<file path="src/design/tdp_pkg.sv">
// Shared types and constants for the trial-division primality tester.
// No dependencies; imported by tdp_rem and trial_division_primality.
`timescale 1ns / 1ps

package tdp_pkg;

	localparam int NUM_W = 32;          // number field width
	localparam int TAG_W = 16;          // tag field width
	localparam int DIV_W = 16;          // trial divisor, max 46341
	localparam int SQ_W  = 33;          // divisor square, never overflows
	localparam int CNT_W = $clog2(NUM_W);
	localparam int IN_TDATA_W  = 48;
	localparam int OUT_TDATA_W = 24;

	localparam logic [DIV_W-1:0] FIRST_DIV = DIV_W'(3);
	localparam logic [SQ_W-1:0]  FIRST_SQ  = SQ_W'(9);
	localparam logic [SQ_W-1:0]  SQ_STEP_C = SQ_W'(4);

	// Controller states
	typedef enum logic [1:0] {
		ST_IDLE,
		ST_TEST,
		ST_REM,
		ST_DONE
	} tdp_state_t;

	// Status returned by the serial remainder unit
	typedef struct packed {
		logic done;   // one-cycle pulse, remainder final
		logic zero;   // remainder is zero (valid with done)
	} tdp_rem_st_t;

endpackage

</file>
<file path="src/design/tdp_rem.sv">
// Bit-serial remainder unit: dividend mod divisor, one dividend bit per cycle.
// Depends on tdp_pkg.
`timescale 1ns / 1ps

module tdp_rem import tdp_pkg::*; (
	input  logic             clk,
	input  logic             arst_n,
	input  logic             start,
	input  logic [NUM_W-1:0] dividend,
	input  logic [DIV_W-1:0] divisor,   // held stable while busy
	output tdp_rem_st_t      status
);

	logic             busy_q;
	logic             done_q;
	logic [CNT_W-1:0] cnt_q;
	logic [NUM_W-1:0] sh_q;
	logic [DIV_W-1:0] r_q;
	logic [DIV_W:0]   trial;
	logic [DIV_W:0]   diff;
	logic             fits;

	// One restoring step: bring in the next bit, subtract if it fits
	assign trial = {r_q, sh_q[NUM_W-1]};
	assign diff  = trial - {1'b0, divisor};
	assign fits  = (trial >= {1'b0, divisor});

	// Control
	always_ff @(posedge clk or negedge arst_n) begin
		if (!arst_n) begin
			busy_q <= 1'b0;
			done_q <= 1'b0;
			cnt_q  <= '0;
		end else begin
			done_q <= 1'b0;
			if (start) begin
				busy_q <= 1'b1;
				cnt_q  <= '0;
			end else if (busy_q) begin
				cnt_q <= cnt_q + CNT_W'(1);
				if (cnt_q == CNT_W'(NUM_W - 1)) begin
					busy_q <= 1'b0;
					done_q <= 1'b1;
				end
			end
		end
	end

	// Datapath: dividend shift register and partial remainder
	always_ff @(posedge clk) begin
		if (start) begin
			sh_q <= dividend;
			r_q  <= '0;
		end else if (busy_q) begin
			sh_q <= {sh_q[NUM_W-2:0], 1'b0};
			r_q  <= fits ? diff[DIV_W-1:0] : trial[DIV_W-1:0];
		end
	end

	assign status.done = done_q;
	assign status.zero = (r_q == '0);

	// Partial remainder stays below the divisor through the pass
	a_rem_bound: assert property (@(posedge clk) disable iff (!arst_n)
		busy_q && !start && $past(busy_q) |-> r_q < divisor)
		else $error("partial remainder not below divisor");

	// A done pulse marks the end of a pass: busy drops with its last step
	a_done_after_busy: assert property (@(posedge clk) disable iff (!arst_n)
		done_q |-> $past(busy_q) && !busy_q)
		else $error("done without a finished pass");

	// Start always launches a pass
	a_start_busy: assert property (@(posedge clk) disable iff (!arst_n)
		start |=> busy_q)
		else $error("start did not launch a pass");

endmodule

</file>
<file path="src/design/trial_division_primality.sv">
// Trial-division primality tester, top level. Negative, zero, one and even numbers are
// decided without a divisor search; odd numbers are tried against odd divisors (3, 5,
// 7 and on while d*d <= n), one bit-serial remainder pass per divisor. Throughput: one
// number at a time, the next taken in the cycle the result turns valid; a full output
// register stalls the input. Reset (arst_n low) returns to idle with no result pending.
// Depends on tdp_pkg and tdp_rem.
`timescale 1ns / 1ps

module trial_division_primality import tdp_pkg::*; (
	input  logic                   clk,
	input  logic                   arst_n,
	input  logic                   s_tvalid,
	output logic                   s_tready,
	input  logic [IN_TDATA_W-1:0]  s_tdata,   // [31:0] number, [47:32] tag
	output logic                   m_tvalid,
	input  logic                   m_tready,
	output logic [OUT_TDATA_W-1:0] m_tdata    // [0] is_prime, [16:1] tag_out, rest 0
);

	tdp_state_t       state_q, state_nx;
	logic [NUM_W-1:0] num_q;
	logic [TAG_W-1:0] tag_q;
	logic [DIV_W-1:0] d_q;
	logic [SQ_W-1:0]  sq_q;
	logic             prime_q;
	logic             out_valid_q;
	logic             out_prime_q;
	logic [TAG_W-1:0] out_tag_q;

	logic             in_acc;
	logic             rem_start;
	logic             load_out;
	logic             out_free;
	logic             sq_over;
	tdp_rem_st_t      rem_st;

	logic [NUM_W-1:0] in_num;
	logic [TAG_W-1:0] in_tag;
	logic             in_trivial;   // decided without trial division

	assign in_num = s_tdata[NUM_W-1:0];
	assign in_tag = s_tdata[NUM_W +: TAG_W];

	// Negative, zero, one and even numbers need no divisor search
	assign in_trivial = in_num[NUM_W-1] || (in_num <= NUM_W'(1)) || !in_num[0];
	assign in_acc     = s_tvalid && s_tready;
	assign out_free   = !out_valid_q || m_tready;
	assign sq_over    = (sq_q > {1'b0, num_q});

	// Next state
	always_comb begin
		state_nx = state_q;
		unique case (state_q)
			ST_IDLE: begin
				if (in_acc) state_nx = in_trivial ? ST_DONE : ST_TEST;
			end
			ST_TEST: begin
				state_nx = sq_over ? ST_DONE : ST_REM;
			end
			ST_REM: begin
				if (rem_st.done) state_nx = rem_st.zero ? ST_DONE : ST_TEST;
			end
			ST_DONE: begin
				if (out_free) state_nx = ST_IDLE;
			end
			default: state_nx = ST_IDLE;
		endcase
	end

	// State outputs
	always_comb begin
		s_tready  = 1'b0;
		rem_start = 1'b0;
		load_out  = 1'b0;
		unique case (state_q)
			ST_IDLE: s_tready  = 1'b1;
			ST_TEST: rem_start = !sq_over;
			ST_REM:  ;
			ST_DONE: load_out  = out_free;
			default: ;
		endcase
	end

	always_ff @(posedge clk or negedge arst_n) begin
		if (!arst_n) begin
			state_q <= ST_IDLE;
		end else begin
			state_q <= state_nx;
		end
	end

	// Search registers: divisor, its square, verdict
	always_ff @(posedge clk) begin
		if (in_acc) begin
			num_q   <= in_num;
			tag_q   <= in_tag;
			d_q     <= FIRST_DIV;
			sq_q    <= FIRST_SQ;
			// only 2 is prime among the trivial cases
			prime_q <= (in_num == NUM_W'(2));
		end else if (state_q == ST_TEST && sq_over) begin
			prime_q <= 1'b1;
		end else if (state_q == ST_REM && rem_st.done) begin
			if (rem_st.zero) begin
				prime_q <= 1'b0;
			end else begin
				// (d+2)^2 = d^2 + 4d + 4
				d_q  <= d_q + DIV_W'(2);
				sq_q <= sq_q + SQ_W'({d_q, 2'b00}) + SQ_STEP_C;
			end
		end
	end

	tdp_rem u_rem (
		.clk      (clk),
		.arst_n   (arst_n),
		.start    (rem_start),
		.dividend (num_q),
		.divisor  (d_q),
		.status   (rem_st)
	);

	// Output register
	always_ff @(posedge clk or negedge arst_n) begin
		if (!arst_n) begin
			out_valid_q <= 1'b0;
		end else if (load_out) begin
			out_valid_q <= 1'b1;
		end else if (m_tready) begin
			out_valid_q <= 1'b0;
		end
	end

	always_ff @(posedge clk) begin
		if (load_out) begin
			out_prime_q <= prime_q;
			out_tag_q   <= tag_q;
		end
	end

	assign m_tvalid = out_valid_q;
	assign m_tdata  = {{(OUT_TDATA_W - TAG_W - 1){1'b0}}, out_tag_q, out_prime_q};

	// Divisor under test is always odd and at least three
	a_div_odd: assert property (@(posedge clk) disable iff (!arst_n)
		state_q == ST_REM |-> d_q[0] && d_q >= FIRST_DIV)
		else $error("trial divisor not odd");

	// Running square tracks the divisor
	a_sq_track: assert property (@(posedge clk) disable iff (!arst_n)
		state_q == ST_TEST |-> sq_q == SQ_W'(32'(d_q) * 32'(d_q)))
		else $error("divisor square out of step");

	// Remainder unit reports only while the controller waits on it
	a_rem_owner: assert property (@(posedge clk) disable iff (!arst_n)
		rem_st.done |-> state_q == ST_REM)
		else $error("remainder result outside wait state");

	// A result is loaded only into a free or draining output register
	a_no_overwrite: assert property (@(posedge clk) disable iff (!arst_n)
		load_out |-> !out_valid_q || m_tready)
		else $error("pending result overwritten");

endmodule
</file>
<file path="config.mk">
export PLATFORM = sky130hd
export DESIGN_NAME = trial_division_primality
export DESIGN_NICKNAME = d
export VERILOG_FILES = /design/src/design/tdp_pkg.sv /design/src/design/tdp_rem.sv /design/src/design/trial_division_primality.sv
export SDC_FILE = /design/constraint.sdc
export NUM_CORES = 1
export LEC_CHECK = 0
export BUFFER_PORTS_ARGS = -buffer_cell sky130_fd_sc_hd__buf_2
export CAP_MARGIN = 15
export CORE_MARGIN = 1.5
export CORE_UTILIZATION = 58
export CTS_BUF_LIST = sky130_fd_sc_hd__clkbuf_8 sky130_fd_sc_hd__clkbuf_16
export CTS_CLUSTER_DIAMETER = 200
export DETAILED_ROUTE_END_ITERATION = 8
export HOLD_SLACK_MARGIN = 0.05
export PLACE_DENSITY = 0.74
export SYNTH_ARGS = -nofsm -noshare
export SYNTH_HDL_FRONTEND = slang
export SYNTH_SLANG_ARGS = --single-unit
</file>
<file path="constraint.sdc">
create_clock -name clk -period 4.4 [get_ports clk]
set_clock_uncertainty 0.05 [all_clocks]
set_input_delay 1.32 -clock clk [delete_from_list [all_inputs] [get_ports clk]]
set_output_delay 1.32 -clock clk [all_outputs]
set_load 0.02 [all_outputs]
</file>
After elaboration in Yosys (flattened, before gate mapping)

Cells that the tools add are included.

Bits in registers: 173
Input port bits: 52
Output and inout port bits: 26
Word-level logic and storage cells: 77

$add $sub $neg: 5
Magnitude comparators: 3
Eq/ne operators: 8
Mux-type cells: 27
Bitwise logic cells: 2
Reduce and logical (&&, ||, !) cells: 18

Operators by type and width:

| kind                                                                    | number |
|---|---|
| 32-bit 2-to-1 mux                                                       | 2 |
| 33-bit by 18-bit adder with 33-bit output                               | 1 |
| 33-bit by 3-bit adder with 33-bit output (second input constant)        | 1 |
| 33-bit by 32-bit greater-than comparator with 1-bit output              | 1 |
| 32-bit by 2-bit == test with 1-bit output (second input constant)       | 1 |
| 32-bit by 1-bit <= comparator with 1-bit output (second input constant) | 1 |
| 17-bit by 16-bit >= comparator with 1-bit output                        | 1 |
| 16-bit by 2-bit adder with 16-bit output (second input constant)        | 1 |
| 16-bit logical NOT                                                      | 1 |
| 1-bit 2-to-1 mux                                                        | 16 |
| 16-bit 2-to-1 mux                                                       | 1 |
| 16-bit subtractor                                                       | 1 |
| 2-bit 2-to-1 mux                                                        | 5 |
| 5-bit 2-to-1 mux                                                        | 2 |
| 2-bit case mux with 4 select lines                                      | 1 |
| 3-bit AND reduction                                                     | 2 |
| 3-bit nonzero test                                                      | 2 |
| 5-bit by 1-bit adder with 5-bit output (second input constant)          | 1 |
| 5-bit == test (second input constant)                                   | 1 |
| 2-bit == test (second input constant)                                   | 2 |
| 2-bit != test (second input constant)                                   | 2 |
| 2-bit nonzero test                                                      | 2 |
| 1-bit logical AND                                                       | 3 |
| 1-bit logical NOT                                                       | 3 |
| other kinds (6)                                                         | 9 |

Logic depth before layout (Yosys ltp)

Word-level depth: 6
Depth in mapped cells: 13

Cells and area by module

A second synthesis with hierarchy kept.

Cell total of the unflattened synthesis: 876
Area total of the unflattened synthesis: 9,220.1 um^2

By module, submodules not included:

| module                   | times used | cells an instance | area an instance (um^2) | seq. area each (um^2) |
|---|---|---|---|---|
| trial_division_primality | 1          | 554               | 5,894.4                 | 2,957.8 |
| tdp_rem                  | 1          | 322               | 3,325.7                 | 1,456.4 |

Worst setup path before layout

OpenSTA, ideal clock, no wires.

Path kind: input-to-reg
From: in s_tvalid
To: reg num_q[0] (enable)
Arrival time: 3.083 ns
Data required time: 3.919 ns
Setup slack: 0.836 ns
Stages: 3
Cell sequence: nand2_1 -> clkinv_1 -> clkbuf_1

Longest elaborated chain between the ends: 1

Ends and longest elaborated chain:

| item                   | RTL line                       | RTL |
|---|---|---|
| start: declaration     | trial_division_primality.sv:12 | `input logic s_tvalid,` |
| 1-bit logical AND      | trial_division_primality.sv:46 | `assign in_acc = s_tvalid && s_tready;` |
| net in_acc             | trial_division_primality.sv:30 | `logic in_acc;` |
| end signal: assignment | trial_division_primality.sv:95 | `num_q <= in_num;` |
| end: declaration       | trial_division_primality.sv:21 | `logic [NUM_W-1:0] num_q;` |

The timed path passes the listed nets, and every way through them passes these cells.
A chain may end at the register's enable or synchronous reset.

Worst setup path in the final report

From: reg d_q[1]
To: reg sq_q[30]

Longest elaborated chain between the ends: 2

Ends and longest elaborated chain:

| item                                      | RTL line                        | RTL |
|---|---|---|
| start: declaration                        | trial_division_primality.sv:23  | `logic [DIV_W-1:0] d_q;` |
| start signal: assignment                  | trial_division_primality.sv:108 | `d_q <= d_q + DIV_W'(2);` |
| 33-bit by 18-bit adder with 33-bit output | trial_division_primality.sv:109 | `sq_q <= sq_q + SQ_W'({d_q, 2'b00}) + SQ_STEP_C;` |
| 33-bit by 3-bit adder with 33-bit output  | trial_division_primality.sv:109 |  |
| end signal: assignment                    | trial_division_primality.sv:109 |  |
| end: declaration                          | trial_division_primality.sv:24  | `logic [SQ_W-1:0] sq_q;` |

Every way passes these cells.

==> impl_metrics.tcl <==
set metrics [dict create \
    wl_per_cell_um 17.2 \
    layout-drive-gt1-share_pct 17.2 \
    finalWorstSetupSlack_ns 0.846 \
    drv_cap 0 \
    antenna_found_initial 0 \
    drtAntennaViolNets 0 \
    route.vias.total 6608 \
    h-tree-depth 4 \
    grt_overflow_total 0 \
    yosys_warnings 0 \
    synth.largest_area_cell "edfxtp_1" \
    numCtsBuffers 17 \
    path_buf_inv 2 \
    grtUsageMet2_pct 43.8 \
    grtUsageMet3_pct 3.95 \
    crit_chain "inv_1 -> ha_1 -> inv_1 -> ha_1 -> fa_1 -> a21o_1 -> a21o_1 -> a21oi_1 -> o31ai_1 -> a41oi_1 -> o21ai_0 -> a21oi_1" \
    synthDistinctLibCells 68 \
    grt_pass1_wl_um 32100 \
    hold_ws_ns 0.371 \
    critical_path.max_stage_delay_ns 0.84 \
    layout.nets 1038 \
    postCtsSetupRepairBufs 0 \
    cp_top_family "compound AO/OA/AOI/OAI gates" \
    grt_max_degree 37 \
    slew_viol_final 0 \
    rsz0062_at_grt "no" \
    synth_area_per_cell_um2 10.9 \
    async_reset_ff_share_pct 5.92 \
    grt_pass1_vias 6563 \
    max_freq_ghz 0.281 \
    hold_class "flop to flop" \
    critPathRequiredTime_ns 4.70 \
    finalHoldViolCount 0 \
    dpl_worst_slack_ns 0.887 \
    synth_edf_count 98 \
    core_area_um2 15300 \
    yosysTopAreaCellShare_pct 32.2 \
    start_util_pct 59.7 \
    cts-resized-gates 0 \
    root_buffer "clkbuf_16" \
    outcome "finished, final reports clean" \
    yosysMostFrequentCell "edfxtp_1" \
    clock_path_buffers 2 \
    min_period_ns 3.55 \
    crit_type "flop to flop" \
    synth_common_cells "edfxtp_1, ha_1, nand2_1, dfxtp_1, inv_1" \
    clkSinkCount 169 \
    finalSetupTns_ns 0 \
    cp.arrival_ns 3.86 \
    avgViaCountPerCell 5.85 \
    antennaDiodeCount 0 \
    powerDensity_nw_per_um2 621 \
    leakagePower_nw 4.60 \
    synthesis.instances 835 \
    busiest_layer "met2" \
    crit_fanout 14 \
    dp_hpwl_um 14500 \
    drt_iter0_markers 461 \
    gp_congestion 0.939 \
    die_y_um 129 \
    synthTopCellsByArea "edfxtp_1, dfxtp_1, ha_1" \
    start_kind "flop" \
    synth-main-ff-cell "edfxtp_1" \
    slew_headroom_pct 33.7 \
    holdBufCountCts 0 \
    grt_use_met1_pct 31.3 \
    ys_ff_latch 169 \
    grt_util_all_layers_pct 25.0 \
    min_period_over_period_pct 80.8 \
    die_w_um 129 \
    end_kind "flop" \
    place_area_um2 9670 \
    area_growth_pct 12.3 \
    io_buffers 70 \
    vdd_ir_drop_max_uv 311 \
    num_io_pins 78 \
    path_clk_slew_ns 0.07 \
    cts_tree "built" \
    drt_wl_total_um 19500 \
    rows 45 \
    final_area_um2 10300 \
    die-area_um2 16500 \
    drc 0 \
    clk_latency_ns 0.43 \
    ys_seq_area_share_pct 48.3 \
    worst_pin_slew_ns 0.982 \
    cpMaxStageDelayCell "a41oi_1" \
    setup_viol 0 \
    dr.pass1.iters 5 \
    syn_area_um2 9140 \
]
## layout by cell type, fill, tap and decap left out, drive strengths merged, types with 4 or more instances in the layout
| cell type | Yosys | routed |
|---|---|---|
| a211o | 4 | 4 |
| and2 | 11 | 11 |
| a31oi | 6 | 6 |
| nor4 | 16 | 16 |
| o21a | 5 | 5 |
| a21o | 20 | 20 |
| clkinv | 1 | 5 |
| o21bai | 5 | 5 |
| dfrtp | 10 | 10 |
| mux2i | 18 | 18 |
| mux2 | 35 | 35 |
| nand3 | 19 | 19 |
| nand2 | 75 | 75 |
| o211a | 13 | 13 |
| nand4 | 22 | 22 |
| dfxtp | 61 | 61 |
| o31ai | 8 | 8 |
| xnor2 | 29 | 29 |
| and3 | 8 | 8 |
| clkbuf | 14 | 17 |
| edfxtp | 98 | 98 |
| a21oi | 54 | 54 |
| nor2 | 33 | 33 |
| nor2b | 5 | 5 |
| or3 | 6 | 6 |
| xor2 | 5 | 5 |
| o21ai | 26 | 26 |
| nand2b | 8 | 8 |
| ha | 78 | 78 |
| conb | 1 | 7 |
| buf | 18 | 78 |
| nor3 | 12 | 12 |
| o211ai | 5 | 5 |
| inv | 61 | 70 |
| a211oi | 7 | 7 |
| or4 | 5 | 5 |
## worst reg2reg max path: cells and delay by family (launching register included)
| kind | cells | cell delay (ns) |
|---|---|---|
| adder cells (fa/ha/maj) | 3 | 0.82 |
| buffers and inverters | 2 | 0.25 |
| AO/OA/AOI/OAI | 7 | 2.05 |
| flip-flops | 1 | 0.32 |
## through the flow
stage | utilization (%) | power (mW) | cells
global route | 67.0 | 6.76 | 1130
global placement | 63.1 | 4.77 | 1098
floorplan | - | 4.41 | 841
detailed placement | 63.1 | 4.89 | 1098
CTS | 67.0 | 6.40 | 1130
finish | 67.0 | 6.38 | 1130
## flip-flops by register name (all words and copies together), names as in the netlist, 2 cells and up
register     cells
num_q           32
tag_q           16
out_tag_q       16
d_q             15
u_rem.r_q       16
u_rem.cnt_q      5
state_q          2
u_rem.sh_q      32
sq_q            30
## per-layer routing
metal / vias to the layer above / part of all wire (%)
met4: 0 / 2.3
met2: 181 / 50
met3: 37 / 4.0
met5: - / 0
li1: 3220 / -
met1: 3170 / 44
## layout make-up
type                    count  area (um^2)
clock buffers              17          425
clock inverters            15          171
fillers                  1170         5050
inverters                  62          233
multi-input cells         578         4330
flip-flops and latches    169         4410
well taps                 211          264
repair buffers             78          423
## final timing paths
path,slack [ns],start,depth (start not counted),to
max in group asynchronous,3.42,arst_n,1,state_q[1]
worst min register to register,0.37,tag_q[8],0,out_tag_q[8]
worst max-delay path,0.85,d_q[1],12,sq_q[30]
worst max register to register,0.85,d_q[1],12,sq_q[30]
worst min-delay path,0.37,tag_q[8],0,out_tag_q[8]
min in group asynchronous,0.69,arst_n,1,u_rem.cnt_q[3]
## power breakdown
| group | internal (mW) | total (mW) | leakage, nW | switching (mW) |
|---|---|---|---|---|
| combinational | 1.17 | 2.42 | 2.74 | 1.25 |
| clock | 0.813 | 1.49 | 0.291 | 0.682 |
| sequential | 2.20 | 2.46 | 1.57 | 0.256 |
| total | 4.18 | 6.38 | 4.60 | 2.19 |
## logic make-up after synthesis
logic type,Yosys count,synth area share [%]
mux,53,6.90
simple gates,227,12.4
compound gates,177,13.2
xor+xnor,34,3.26
buf+inv,94,4.71
fa+ha+maj,80,11.1
other cells,1,0.0410
flops,169,48.3
Note: power is estimated with default switching activity, not from simulation.
